--- src/rtl/core/assert_macros.svh ---
// assertion macros shared by the refresh sequencer rtl
// no dependencies; expands to nothing when SYNTHESIS is defined
`ifndef ASSERT_MACROS_SVH
`define ASSERT_MACROS_SVH

`ifndef SYNTHESIS

`define ASSERT_IMPLY(lbl, clk, rst, pre, post) \
  lbl: assert property (@(posedge clk) disable iff (rst) (pre) |-> (post)) \
    else $error("assertion failed");

`define ASSERT_NEXT(lbl, clk, rst, pre, post) \
  lbl: assert property (@(posedge clk) disable iff (rst) (pre) |=> (post)) \
    else $error("assertion failed");

`else

`define ASSERT_IMPLY(lbl, clk, rst, pre, post)

`define ASSERT_NEXT(lbl, clk, rst, pre, post)

`endif

`endif

--- src/rtl/core/fbrs_pkg.sv ---
// shared types and constants of the page framebuffer refresh sequencer
// no dependencies
package fbrs_pkg;

  localparam int DEFAULT_PANEL_WIDTH = 128;
  localparam int DEFAULT_PAGE_COUNT  = 8;

  localparam logic [7:0] COLUMN_OFFSET_RESET = 8'h02;

  localparam logic [7:0] CTRL_COMMAND  = 8'h00;
  localparam logic [7:0] CTRL_DATA     = 8'h40;
  localparam logic [7:0] CMD_PAGE_BASE = 8'hB0;
  localparam logic [7:0] CMD_COL_HIGH  = 8'h10;
  localparam logic [3:0] NIBBLE_MASK   = 4'hF;

  localparam int HEADER_LEN = 7;

  // position of each byte within the page header
  localparam logic [2:0] HDR_CTRL_PAGE = 3'd0;
  localparam logic [2:0] HDR_PAGE_CMD  = 3'd1;
  localparam logic [2:0] HDR_CTRL_LOW  = 3'd2;
  localparam logic [2:0] HDR_LOW_CMD   = 3'd3;
  localparam logic [2:0] HDR_CTRL_HIGH = 3'd4;
  localparam logic [2:0] HDR_HIGH_CMD  = 3'd5;

  localparam int QUEUE_DEPTH = 2;
  localparam int QUEUE_PTR_W = $clog2(QUEUE_DEPTH);

  typedef enum logic [1:0] {
    OP_DRAW  = 2'd0,
    OP_CLEAR = 2'd1,
    OP_EMIT  = 2'd2,
    OP_ABORT = 2'd3
  } op_t;

  typedef enum logic [1:0] {
    ST_CLEAR,
    ST_IDLE,
    ST_DRAW,
    ST_EMIT
  } back_state_t;

  typedef struct packed {
    op_t        op;
    logic [3:0] page;
    logic [7:0] col;
    logic [2:0] bit_sel;
    logic       pixel_on;
  } fbrs_cmd_t;

endpackage

--- src/rtl/core/fbrs_queue.sv ---
// short command queue between front and back end
// depends on fbrs_pkg
module fbrs_queue (
  input  logic                 clk,
  input  logic                 rst,
  input  logic                 push,
  input  fbrs_pkg::fbrs_cmd_t  push_entry,
  output logic                 full,
  input  logic                 pop,
  output logic                 not_empty,
  output fbrs_pkg::fbrs_cmd_t  head
);
  import fbrs_pkg::*;

  fbrs_cmd_t              entries [QUEUE_DEPTH];
  logic [QUEUE_PTR_W-1:0] wr_ptr;
  logic [QUEUE_PTR_W-1:0] rd_ptr;
  logic [QUEUE_PTR_W:0]   count;
  logic                   do_push;
  logic                   do_pop;

  assign full      = (count == (QUEUE_PTR_W + 1)'(QUEUE_DEPTH));
  assign not_empty = (count != '0);
  assign head      = entries[rd_ptr];
  assign do_push   = push && !full;
  assign do_pop    = pop && not_empty;

  always_ff @(posedge clk) begin
    if (do_push) begin
      entries[wr_ptr] <= push_entry;
    end
  end

  always_ff @(posedge clk) begin
    if (rst) begin
      wr_ptr <= '0;
      rd_ptr <= '0;
      count  <= '0;
    end else begin
      if (do_push) begin
        wr_ptr <= wr_ptr + 1'b1;
      end
      if (do_pop) begin
        rd_ptr <= rd_ptr + 1'b1;
      end
      if (do_push && !do_pop) begin
        count <= count + 1'b1;
      end else if (do_pop && !do_push) begin
        count <= count - 1'b1;
      end
    end
  end

endmodule

--- config.mk ---
export PLATFORM = sky130hd
export DESIGN_NAME = fbrs_queue
export DESIGN_NICKNAME = d
export VERILOG_FILES = /design/src/rtl/core/assert_macros.svh /design/src/rtl/core/fbrs_pkg.sv /design/src/rtl/core/fbrs_queue.sv
export SDC_FILE = /design/constraint.sdc
export NUM_CORES = 1
export LEC_CHECK = 0
export BUFFER_PORTS_ARGS = -buffer_cell sky130_fd_sc_hd__buf_2
export CAP_MARGIN = 20
export CORE_MARGIN = 8
export CORE_UTILIZATION = 50
export CTS_BUF_LIST = sky130_fd_sc_hd__clkbuf_4
export DETAILED_ROUTE_END_ITERATION = 10
export PLACE_DENSITY_LB_ADDON = 0.15
export SYNTH_ARGS = -nofsm -noshare
export SYNTH_HDL_FRONTEND = slang
export SYNTH_SLANG_ARGS = --single-unit
--- constraint.sdc ---
create_clock -name clk -period 2 [get_ports clk]
set_clock_uncertainty 0.2 [all_clocks]
set_input_delay 0.3 -clock clk [delete_from_list [all_inputs] [get_ports clk]]
set_output_delay 0.3 -clock clk [all_outputs]
set_load 0.02 [all_outputs]
After elaboration in Yosys (flattened, before gate mapping)
Memories as Yosys holds them, arrays and structs flattened. A register that Yosys moved wholly into a read port is not among the register bits. Cells that the tools add are included.

Bits in registers: 4. Memory bits (writable): 36. Input port bits: 22. Output and inout port bits: 20. Logic and storage cells: 24. Memories kept: 1.

Memories: entries (depth 2, width 18, rd ports 1, clocked after memory_dff 1, wr ports 1, RTL line fbrs_queue.sv:15) `fbrs_cmd_t entries [QUEUE_DEPTH];`.

$add $sub $neg: 4. Equality and inequality tests: 1. Muxes and demuxes: 6. Reductions and logical operators: 9.

Operator list (count): 1-bit logical AND (4); 1-bit 2-to-1 mux (4); 2-bit 2-to-1 mux (2); 2-bit nonzero test (2); 1-bit zero test (3); 1-bit adder (second input constant) (2); 2-bit by 1-bit adder with 2-bit output (second input constant) (1); 2-bit equality test (second input constant) (1); 2-bit by 1-bit subtractor with 2-bit output (second input constant) (1).

Depth between registers and ports, before layout
Gate-level depths: netlist (run 1).

Word-level depth: 7. Mapped depth: 6. Gate-level depth less buffers: 6.

Worst setup path before layout (run 1)
OpenSTA, ideal clock, no wires.

Path type: register -> register. Start point: reg count[1]. End point: mem entries[0][0] (netlist name), enable pin. Library setup time: 0.373 ns. Data arrival time: 1.216 ns. Slack: 0.212 ns. Stages on the path, launching flop included: 4. Path buffers: 0. Clock period less this slack: 1.788 ns. Cells stage by stage: dfxtp_1 nor2b_2 or3_1 inv_1.

Longest elaborated chain between the ends: 5.

RTL lines: from (decl) (RTL line fbrs_queue.sv:18) `logic [QUEUE_PTR_W:0] count;`; from (signal assigned) (RTL line fbrs_queue.sv:47) `count <= count + 1'b1;`; from (signal assigned) (RTL line fbrs_queue.sv:49) `count <= count - 1'b1;`; 2-bit equality test (RTL line fbrs_queue.sv:22) `assign full = (count == (QUEUE_PTR_W + 1)'(QUEUE_DEPTH));`; net full (RTL line fbrs_queue.sv:8) `output logic full,`; 1-bit zero test (RTL line fbrs_queue.sv:25) `assign do_push = push && !full;`; 1-bit logical AND (RTL line fbrs_queue.sv:25); 1-bit 2-to-1 mux (RTL line fbrs_queue.sv:29) `if (do_push) begin`; 1-bit 2-to-1 mux (not written as such) (RTL line fbrs_queue.sv:30) `entries[wr_ptr] <= push_entry;`; to (decl) (RTL line fbrs_queue.sv:15).

The timed path passes the listed nets, and every way through them passes these cells.

==> results.toml, run 1 <==
[worst_setup_path]
critPathLaunchType = "register"
path_buf_inv = 2
cp_slowest_stage_delay_ns = 0.35
critPathCaptureType = "primary output"
crit_chain = "buf_4 -> mux2_2 -> buf_2"
path_max_fanout = 10
cp_data_arrival_time_ns = 1.38
critPathRequiredTime_ns = 1.50
crit_type = "reg -> out"
slowest_stage = "mux2_2"
crit_family = "buffers and inverters"

[yosys]
synth_area_leaders = "edfxtp_1 71%, mux2_2 13%, dfxtp_1 6.6%"
synth_cells = 81
synth_area_per_cell_um2 = 18.7
synth.top_cell.area_share = 0.713
syn-cell-area_um2 = 1520
yosysTopAreaCell = "edfxtp_1"
yosys_register_bits = 41
seq_area_frac_synth = 0.779
syn_nets = 104
yosysWarningCount = 0
ys_types = 15

[cts]
cts_buffers = 5
cts_sinks = 41
postCtsResizedCells = 0
insertion_delay_ns = 0.34
clkTransAtPathRegs_ns = 0.10
root_buffer = "clkbuf_4"
cts_tree = "done"
htreeDepth = 2
cts_buffer_depth = 2

[grt]
grt_use_total = 0.114
antenna_found_initial = 0
grt_max_degree = 13
grt-ovfl-total = 0
grt_pass1_wl_mm = 4.28
grt_pass1_vias = 1039

[place]
place.gp.congestion = 0.629
hpwl_mm = 1.89
dp.cells = 159
numPortBuffers = 41

[detailed_routing]
antenna_left = 0
wl_per_cell_um = 14.5
viasPerCell = 4.92
routed_wl_mm = 2.69
drtIter0Drc = 31
num_vias = 916
drc = 0
drtPass1Iterations = 4

[layout]
fill_cells = 207
finalNonFillerCells = 186
final_cell_mix = "41 x buf_2, 36 x edfxtp_1, 19 x dlygate4sd3_1"
drive_gt1_frac = 0.484
n_antenna_cell = 0
finalNetCount = 175
syn_to_final_growth_pct = 36.1
mostFrequentLayoutCell = "buf_2"
final_core_util = 0.693

[die]
initial_core_util = 0.509
dieArea_um2 = 5050
die_y_um = 71.1
std_cell_rows = 20
die_w_um = 71.1
core-area_um2 = 2980
ioPinCount = 42

[job]
cap_violations = 0

[sta]
report.final.setup_viol = 0
rsz0062_at_grt = "false"
max_slew_margin = 0.814
fmax_mhz = 532
worst_slew_pin_slew_ns = 0.276
fin_crit_ns = 1.88
tns_ns = 0
fin_crit_sh = 0.940
finalHoldViolCount = 0
drv_slew = 0

[pwr]
p_leak_nw = 0.822
ir_worst_vdd_mv = 0.825
p_per_area_nw_per_um2 = 1190

[min_path]
hold_class = "in -> reg"

[outcome]
status = "complete, no violations"
-- synth_stat cells (all sizes together) --
master and instances:
xor2 3, edfxtp 36, mux2 18, ha 1, a21oi 2, buf 2, o21ai 3, or2 1
inv 2, and2 1, nor2b 1, nor2 4, or3 2, dfxtp 5
-- worst paths after layout --
| kind | from | end | slack [ns] | cells after the start |
|---|---|---|---|---|
| worst max-delay path | register | head[8] | 0.12 | 3 |
| worst min-delay path | push | wr_ptr | 0.15 | 4 |
| worst max register to register | count[1] | count[1] | 0.27 | 5 |
| worst min register to register | wr_ptr | wr_ptr | 0.30 | 2 |
-- kinds of logic after synthesis --
family,synth area share
AO/OA/AOI/OAI,0.0165
AND/OR/NAND/NOR,0.0322
XOR/XNOR,0.0173
flip-flops,0.779
buffers and inverters,0.0132
multiplexers,0.134
adder cells (fa/ha/maj),0.00825
-- sequential cells by signal, summed over array words and instances, names as in the netlist, named ones only --
register	flops
rd_ptr	1
wr_ptr	1
entries	36
count	2
-- stage by stage --
| stage | total power, mW | hold slack, ns | worst slack (ns) | cell area [um^2] |
|---|---|---|---|---|
| 4_1_cts | 2.49 | 0.120 | 0.0843 | 2060 |
| 2_1_floorplan | 1.68 | 0.169 | 0.212 | 1520 |
| 5_1_grt | 2.58 | 0.188 | 0.0456 | 2060 |
| 6_report | 2.45 | 0.148 | 0.119 | 2060 |
| 3_5_place_dp | 1.94 | 0.282 | 0.294 | 1800 |
| 3_3_place_gp | 1.92 | 0.274 | 0.358 | 1800 |
-- routing by layer --
metal	track usage	wire length, um	up-vias
met3	0.0438	138	7
met1	0.0945	1020	431
met2	0.214	1460	28
li1	-	-	450
met5	0	0	-
met4	0.0808	68	0
-- worst reg2reg max path: cells and delay by family, from the launching register on --
kind / cells / cell delay (ns)
and+or+nand+nor: 3 / 0.65
AOI/OAI and AO/OA: 1 / 0.15
adders and majority gates: 1 / 0.31
DFF: 1 / 0.37
-- cell type report --
type	count	area, um^2	share of cell area
multi-input combinational	36	315	0.153
clock inverter	2	33.8	0.0164
inverter	2	7.51	0.00364
clock buffer	6	45.0	0.0218
tap	33	41.3	0.0200
sequential	41	1180	0.572
timing repair buffer	66	440	0.213
-- power by group --
part,internal [mW],switching (mW)
clock network,0.274,0.237
registers,1.08,0.0467
logic,0.358,0.451
-- timing repair --
| item | in CTS | in global routing |
|---|---|---|
| hold buffers | 19 | 0 |
| endpoints found under the hold margin | 41 | 0 |
| buffers inserted | 0 | 0 |
(Power assumes the default switching activity.)
==> inputs of run 2 (changes only) <==
--- a/config.mk
+++ b/config.mk
@@ -7,8 +7,10 @@
 export LEC_CHECK = 0
 export BUFFER_PORTS_ARGS = -buffer_cell sky130_fd_sc_hd__buf_2
 export CAP_MARGIN = 20
+export CELL_PAD_IN_SITES_DETAIL_PLACEMENT = 1
+export CELL_PAD_IN_SITES_GLOBAL_PLACEMENT = 2
 export CORE_MARGIN = 8
-export CORE_UTILIZATION = 50
+export CORE_UTILIZATION = 38
 export CTS_BUF_LIST = sky130_fd_sc_hd__clkbuf_4
 export DETAILED_ROUTE_END_ITERATION = 10
 export PLACE_DENSITY_LB_ADDON = 0.15
==> run 2 against run 1 <==
Final area decreased by 0.42%. Register-to-register slack worse by 0.05 ns. Total power decreased by 5.4%. Hold slack better by 0.0047 ns. First-iteration DRC count is 58% higher. Via count down 0.98%. Combinational power grew 0.6%. Sequential power hardly changed. Critical path depth stayed put. Flip-flop and latch count unchanged. Non-clock buffer count stayed put.
==> results.toml, run 2 (synthesis gave the netlist of run 1 again) <==
[worst_setup_path]
critPathRequiredTime_ns = 1.50
cp_data_arrival_time_ns = 1.38
regToRegSetupSlack_ns = 0.22
r2r_start = "count[0]"
cp_slowest_stage_delay_ns = 0.35
critPathCaptureType = "primary output"
critPathLaunchType = "register"
crit_type = "reg -> out"
path_max_fanout = 10
r2r_end = "count[1]"
r2r_cells = 4
slowest_stage = "dfxtp_1"
crit_chain = "buf_4 -> mux2_2 -> buf_2"

[layout]
fill_cells = 397
top_register = "entries"
largest_register_ffs = 36
syn_to_final_growth_pct = 35.6
drive_gt1_frac = 0.480
final_cell_mix = "41 x buf_2, 36 x edfxtp_1, 19 x dlygate4sd3_1"
multi_input_area_um2 = 315
largestRegisters = "entries: 36 flops, count: 2 flops"
ff_latch_area_um2 = 1180
finalNetCount = 175
n_antenna_cell = 0
mostFrequentLayoutCell = "buf_2"

[sta]
worst_slack_ns = 0.116
tns_ns = 0
max_slew_margin = 0.767
report.final.setup_viol = 0
drv_slew = 0
worst_slew_pin_slew_ns = 0.347
finalHoldViolCount = 0
fin_hold_ws_ns = 0.153
rsz0062_at_grt = "false"
fmax_mhz = 531
fin_crit_sh = 0.942
fin_crit_ns = 1.88

[die]
std_cell_rows = 23
die_y_um = 79.2
die_w_um = 79.2
core-area_um2 = 3910
dieArea_um2 = 6270
ioPinCount = 42
initial_core_util = 0.387

[min_path]
holdPathEnd = "wr_ptr"
hp-start = "push"
hold_class = "in -> reg"
hold_depth = 4

[outcome]
status = "complete, no violations"

[place]
place.gp.congestion = 0.655
numPortBuffers = 41
hpwl_mm = 2.09
pre_cts_ws_ns = 0.242

[cts]
cts_buffer_depth = 2
htreeDepth = 2
cts_sinks = 41
postCtsResizedCells = 0
clkTransAtPathRegs_ns = 0.10
cts_buffers = 5
insertion_delay_ns = 0.33
root_buffer = "clkbuf_4"
cts_tree = "done"

[grt]
grt_use_total = 0.0966
antenna_found_initial = 0
grt_pass1_wl_mm = 4.71
grt_pass1_vias = 1006
grt-ovfl-total = 0
grt_max_degree = 13

[detailed_routing]
drc = 0
antenna_left = 0
wl_per_cell_um = 14.5
drtPass1Iterations = 2
drtIter0Drc = 49
routed_wl_mm = 2.93
num_vias = 907
viasPerCell = 4.49

[job]
cap_violations = 0

[pwr]
p_leak_nw = 0.804
p_per_area_nw_per_um2 = 1130
ir_worst_vdd_mv = 0.477
-- run 2: cell types whose count changed in the layout (fill, tap and decap cells not counted), sizes merged --
cell	delta
bufinv	-1
clkinvlp	+1
clkbuf	-1
-- run 2: timing repair --
action | 4_1_cts | 5_1_grt
hold buffers | 19 | 0
buffers inserted | 0 | 0
endpoints found under the hold margin | 41 | 0
-- run 2: area by class of cell --
cell class / count / area share
sequential: 41 / 0.575
timing repair buffer: 66 / 0.214
multi-input combinational: 36 / 0.153
tap: 50 / 0.0304
clock buffer: 5 / 0.0183
clock inverter: 2 / 0.00548
inverter: 2 / 0.00365
-- run 2: through the flow --
stage | cells | util | cell area [um^2] | total power, mW
floorplan | 81 | - | 1520 | 1.68
global placement | 176 | 0.464 | 1820 | 1.93
detailed placement | 176 | 0.464 | 1820 | 1.96
CTS | 202 | 0.525 | 2060 | 2.37
global route | 202 | 0.525 | 2060 | 2.46
finish | 202 | 0.525 | 2060 | 2.32
-- run 2: worst max-delay path by stage --
stage	startpoint	endpoint	slack, ns	cells after the start
finish	register	head[13]	0.12	3
global route	register	head[13]	0.03	3
CTS	register	head[13]	0.08	3
detailed placement	count[0]	count[1]	0.24	4
global placement	count[0]	count[1]	0.34	4
floorplan	count[1]	entries[0][0]	0.21	3
-- run 2: layer usage --
metal	vias to the layer above	wire, um	share of wire	GRT usage
li1	444	-	-	-
met1	430	1180	0.40	0.102
met2	26	1570	0.54	0.167
met3	7	134	0.046	0.0327
met4	0	51	0.017	0.0500
met5	-	0	0	0
-- run 2: where the power goes --
group          switching (mW)  internal [mW]  total, mW
Combinational           0.456          0.358      0.814
Clock                   0.245          0.126      0.372
Sequential             0.0494           1.08       1.13
Total                   0.751           1.56       2.32
-- run 2: worst max-delay path, delay by kind of cell, from the launching register on --
family / cells / cell delay [ns]
buffers and inverters: 2 / 0.35
DFF: 1 / 0.35
muxes: 1 / 0.35
==> inputs of run 3 (changes only) <==
--- a/config.mk
+++ b/config.mk
@@ -10,9 +10,9 @@
 export CELL_PAD_IN_SITES_DETAIL_PLACEMENT = 1
 export CELL_PAD_IN_SITES_GLOBAL_PLACEMENT = 2
 export CORE_MARGIN = 8
-export CORE_UTILIZATION = 38
-export CTS_BUF_LIST = sky130_fd_sc_hd__clkbuf_4
+export CORE_UTILIZATION = 36
 export DETAILED_ROUTE_END_ITERATION = 10
+export GPL_TIMING_DRIVEN = 0
 export PLACE_DENSITY_LB_ADDON = 0.15
 export SYNTH_ARGS = -nofsm -noshare
 export SYNTH_HDL_FRONTEND = slang
==> run 3 against run 2 <==
Global-route usage is 0.12 points higher. Non-clock buffer count down 6. Sequential share of layout area is 0.79 points lower. Final area increased by 1.4%. Cell count decreased by 2.5%. Register-to-register slack worse by 0.02 ns. Critical path depth unchanged. Setup slack gained 0.030 ns. Critical endpoint is now head[16]. Highest routed layer unchanged.
==> results.toml, run 3 (synthesis gave the netlist of run 1 again) <==
[outcome]
status = "complete, no violations"

[place]
numPortBuffers = 41
hpwl_mm = 2.07
dp.cells = 172
place.gp.congestion = 0.606

[layout]
drive_gt1_frac = 0.483
fill_cells = 402
top_register = "entries"
finalNonFillerCells = 197
final_core_util = 0.517
mostFrequentLayoutCell = "buf_2"
largestRegisters = "entries: 36 flops, count: 2 flops"
final_cell_mix = "41 x buf_2, 36 x edfxtp_1, 18 x mux2_2, 18 x dlygate4sd3_1, 6 x clkbuf_8"
largest_register_ffs = 36
finalNetCount = 169
syn_to_final_growth_pct = 37.5
n_antenna_cell = 0

[worst_setup_path]
critPathRequiredTime_ns = 1.50
crit_type = "reg -> out"
cp_data_arrival_time_ns = 1.35
critPathLaunchType = "register"
critPathCaptureType = "primary output"
path_max_fanout = 18

[detailed_routing]
drc = 0
num_vias = 878
routed_wl_mm = 3.03
viasPerCell = 4.46
drtPass1Iterations = 4
wl_per_cell_um = 15.4
drtIter0Drc = 50
antenna_left = 0

[sta]
drv_slew = 0
max_slew_margin = 0.698
report.final.setup_viol = 0
fin_crit_ns = 1.85
fin_hold_ws_ns = 0.0361
fmax_mhz = 540
rsz0062_at_grt = "false"
tns_ns = 0
fin_crit_sh = 0.927
worst_slew_pin_slew_ns = 0.453
finalHoldViolCount = 0

[cts]
insertion_delay_ns = 0.29
cts_sinks = 41
htreeDepth = 2
cts_tree = "done"
cts_buffer_depth = 2
cts_setup_buffers = 0
root_buffer = "clkbuf_8"
clkTransAtPathRegs_ns = 0.07
cts_buffers = 5

[die]
dieArea_um2 = 6540
std_cell_rows = 23
core-area_um2 = 4030
initial_core_util = 0.376
die_y_um = 80.9
ioPinCount = 42
die_w_um = 80.9

[pwr]
p_leak_nw = 0.802
p_per_area_nw_per_um2 = 1250
p_total_mw = 2.60
ir_worst_vdd_mv = 0.635

[grt]
grt_pass1_wl_mm = 4.75
grt-ovfl-total = 0
grt_use_total = 0.0978
grt_max_degree = 19
grt_pass1_vias = 986
antenna_found_initial = 0

[job]
cap_violations = 0

[min_path]
hold_class = "in -> reg"
run 3: cell count changes in the layout (fill, tap and decap cells not counted):
cell and change:
clkbuf_4 -5, clkbuf_1 +1, clkinv_1 -1, and2_2 +1, bufinv_16 +1, buf_6 +1, clkbuf_8 +6, dlygate4sd3_1 -1
buf_4 -6, inv_1 -1, and2_1 -1
run 3: worst paths after layout:
path | start | end | slack, ns | depth (start not counted)
max reg2reg | count[0] | count[1] | 0.20 | 4
max | register | head[16] | 0.15 | 3
min reg2reg | wr_ptr | wr_ptr | 0.31 | 2
min | rst | wr_ptr | 0.04 | 2
run 3: worst max-delay path, stage by stage (launching register included):
cell	delay (ns)
dfxtp_1	0.33
buf_6	0.21
mux2_2	0.36
buf_2	0.16
run 3: timing repair:
action	4_1_cts	5_1_grt
pin swaps	0	0
endpoints found under the setup margin	46	10
endpoints found under the hold margin	36	0
hold buffers	18	0
resized for setup	4	1
run 3: routing by layer:
metal	vias up	global-route usage	routed length [um]
met4	0	0.0321	6
met2	25	0.166	1600
met3	2	0.0464	210
met1	415	0.105	1210
met5	-	0	0
li1	436	-	-
run 3: cell type report:
type                       count  area, um^2  share of cell area
inverter                       2        11.3             0.00540
multi-input combinational     36         317               0.152
clock buffer                   7        86.3              0.0414
timing repair buffer          59         385               0.185
sequential                    41        1180               0.567
buffer                         1        11.3             0.00540
clock inverter                 1        30.0              0.0144
tap                           50        62.6              0.0300
run 3: where the power goes:
part | internal [mW] | leakage (nW) | switching, mW
clock | 0.407 | 0.0585 | 0.265
combinational | 0.334 | 0.366 | 0.459
sequential | 1.08 | 0.377 | 0.0523
run 3: metrics by stage:
stage,area [um^2],worst slack (ns)
after CTS,2090,0.00000910
after global routing,2080,0.0486
after global placement,1780,-0.00405
after floorplan,1520,0.212
after detailed placement,1780,-0.0190
final,2080,0.146
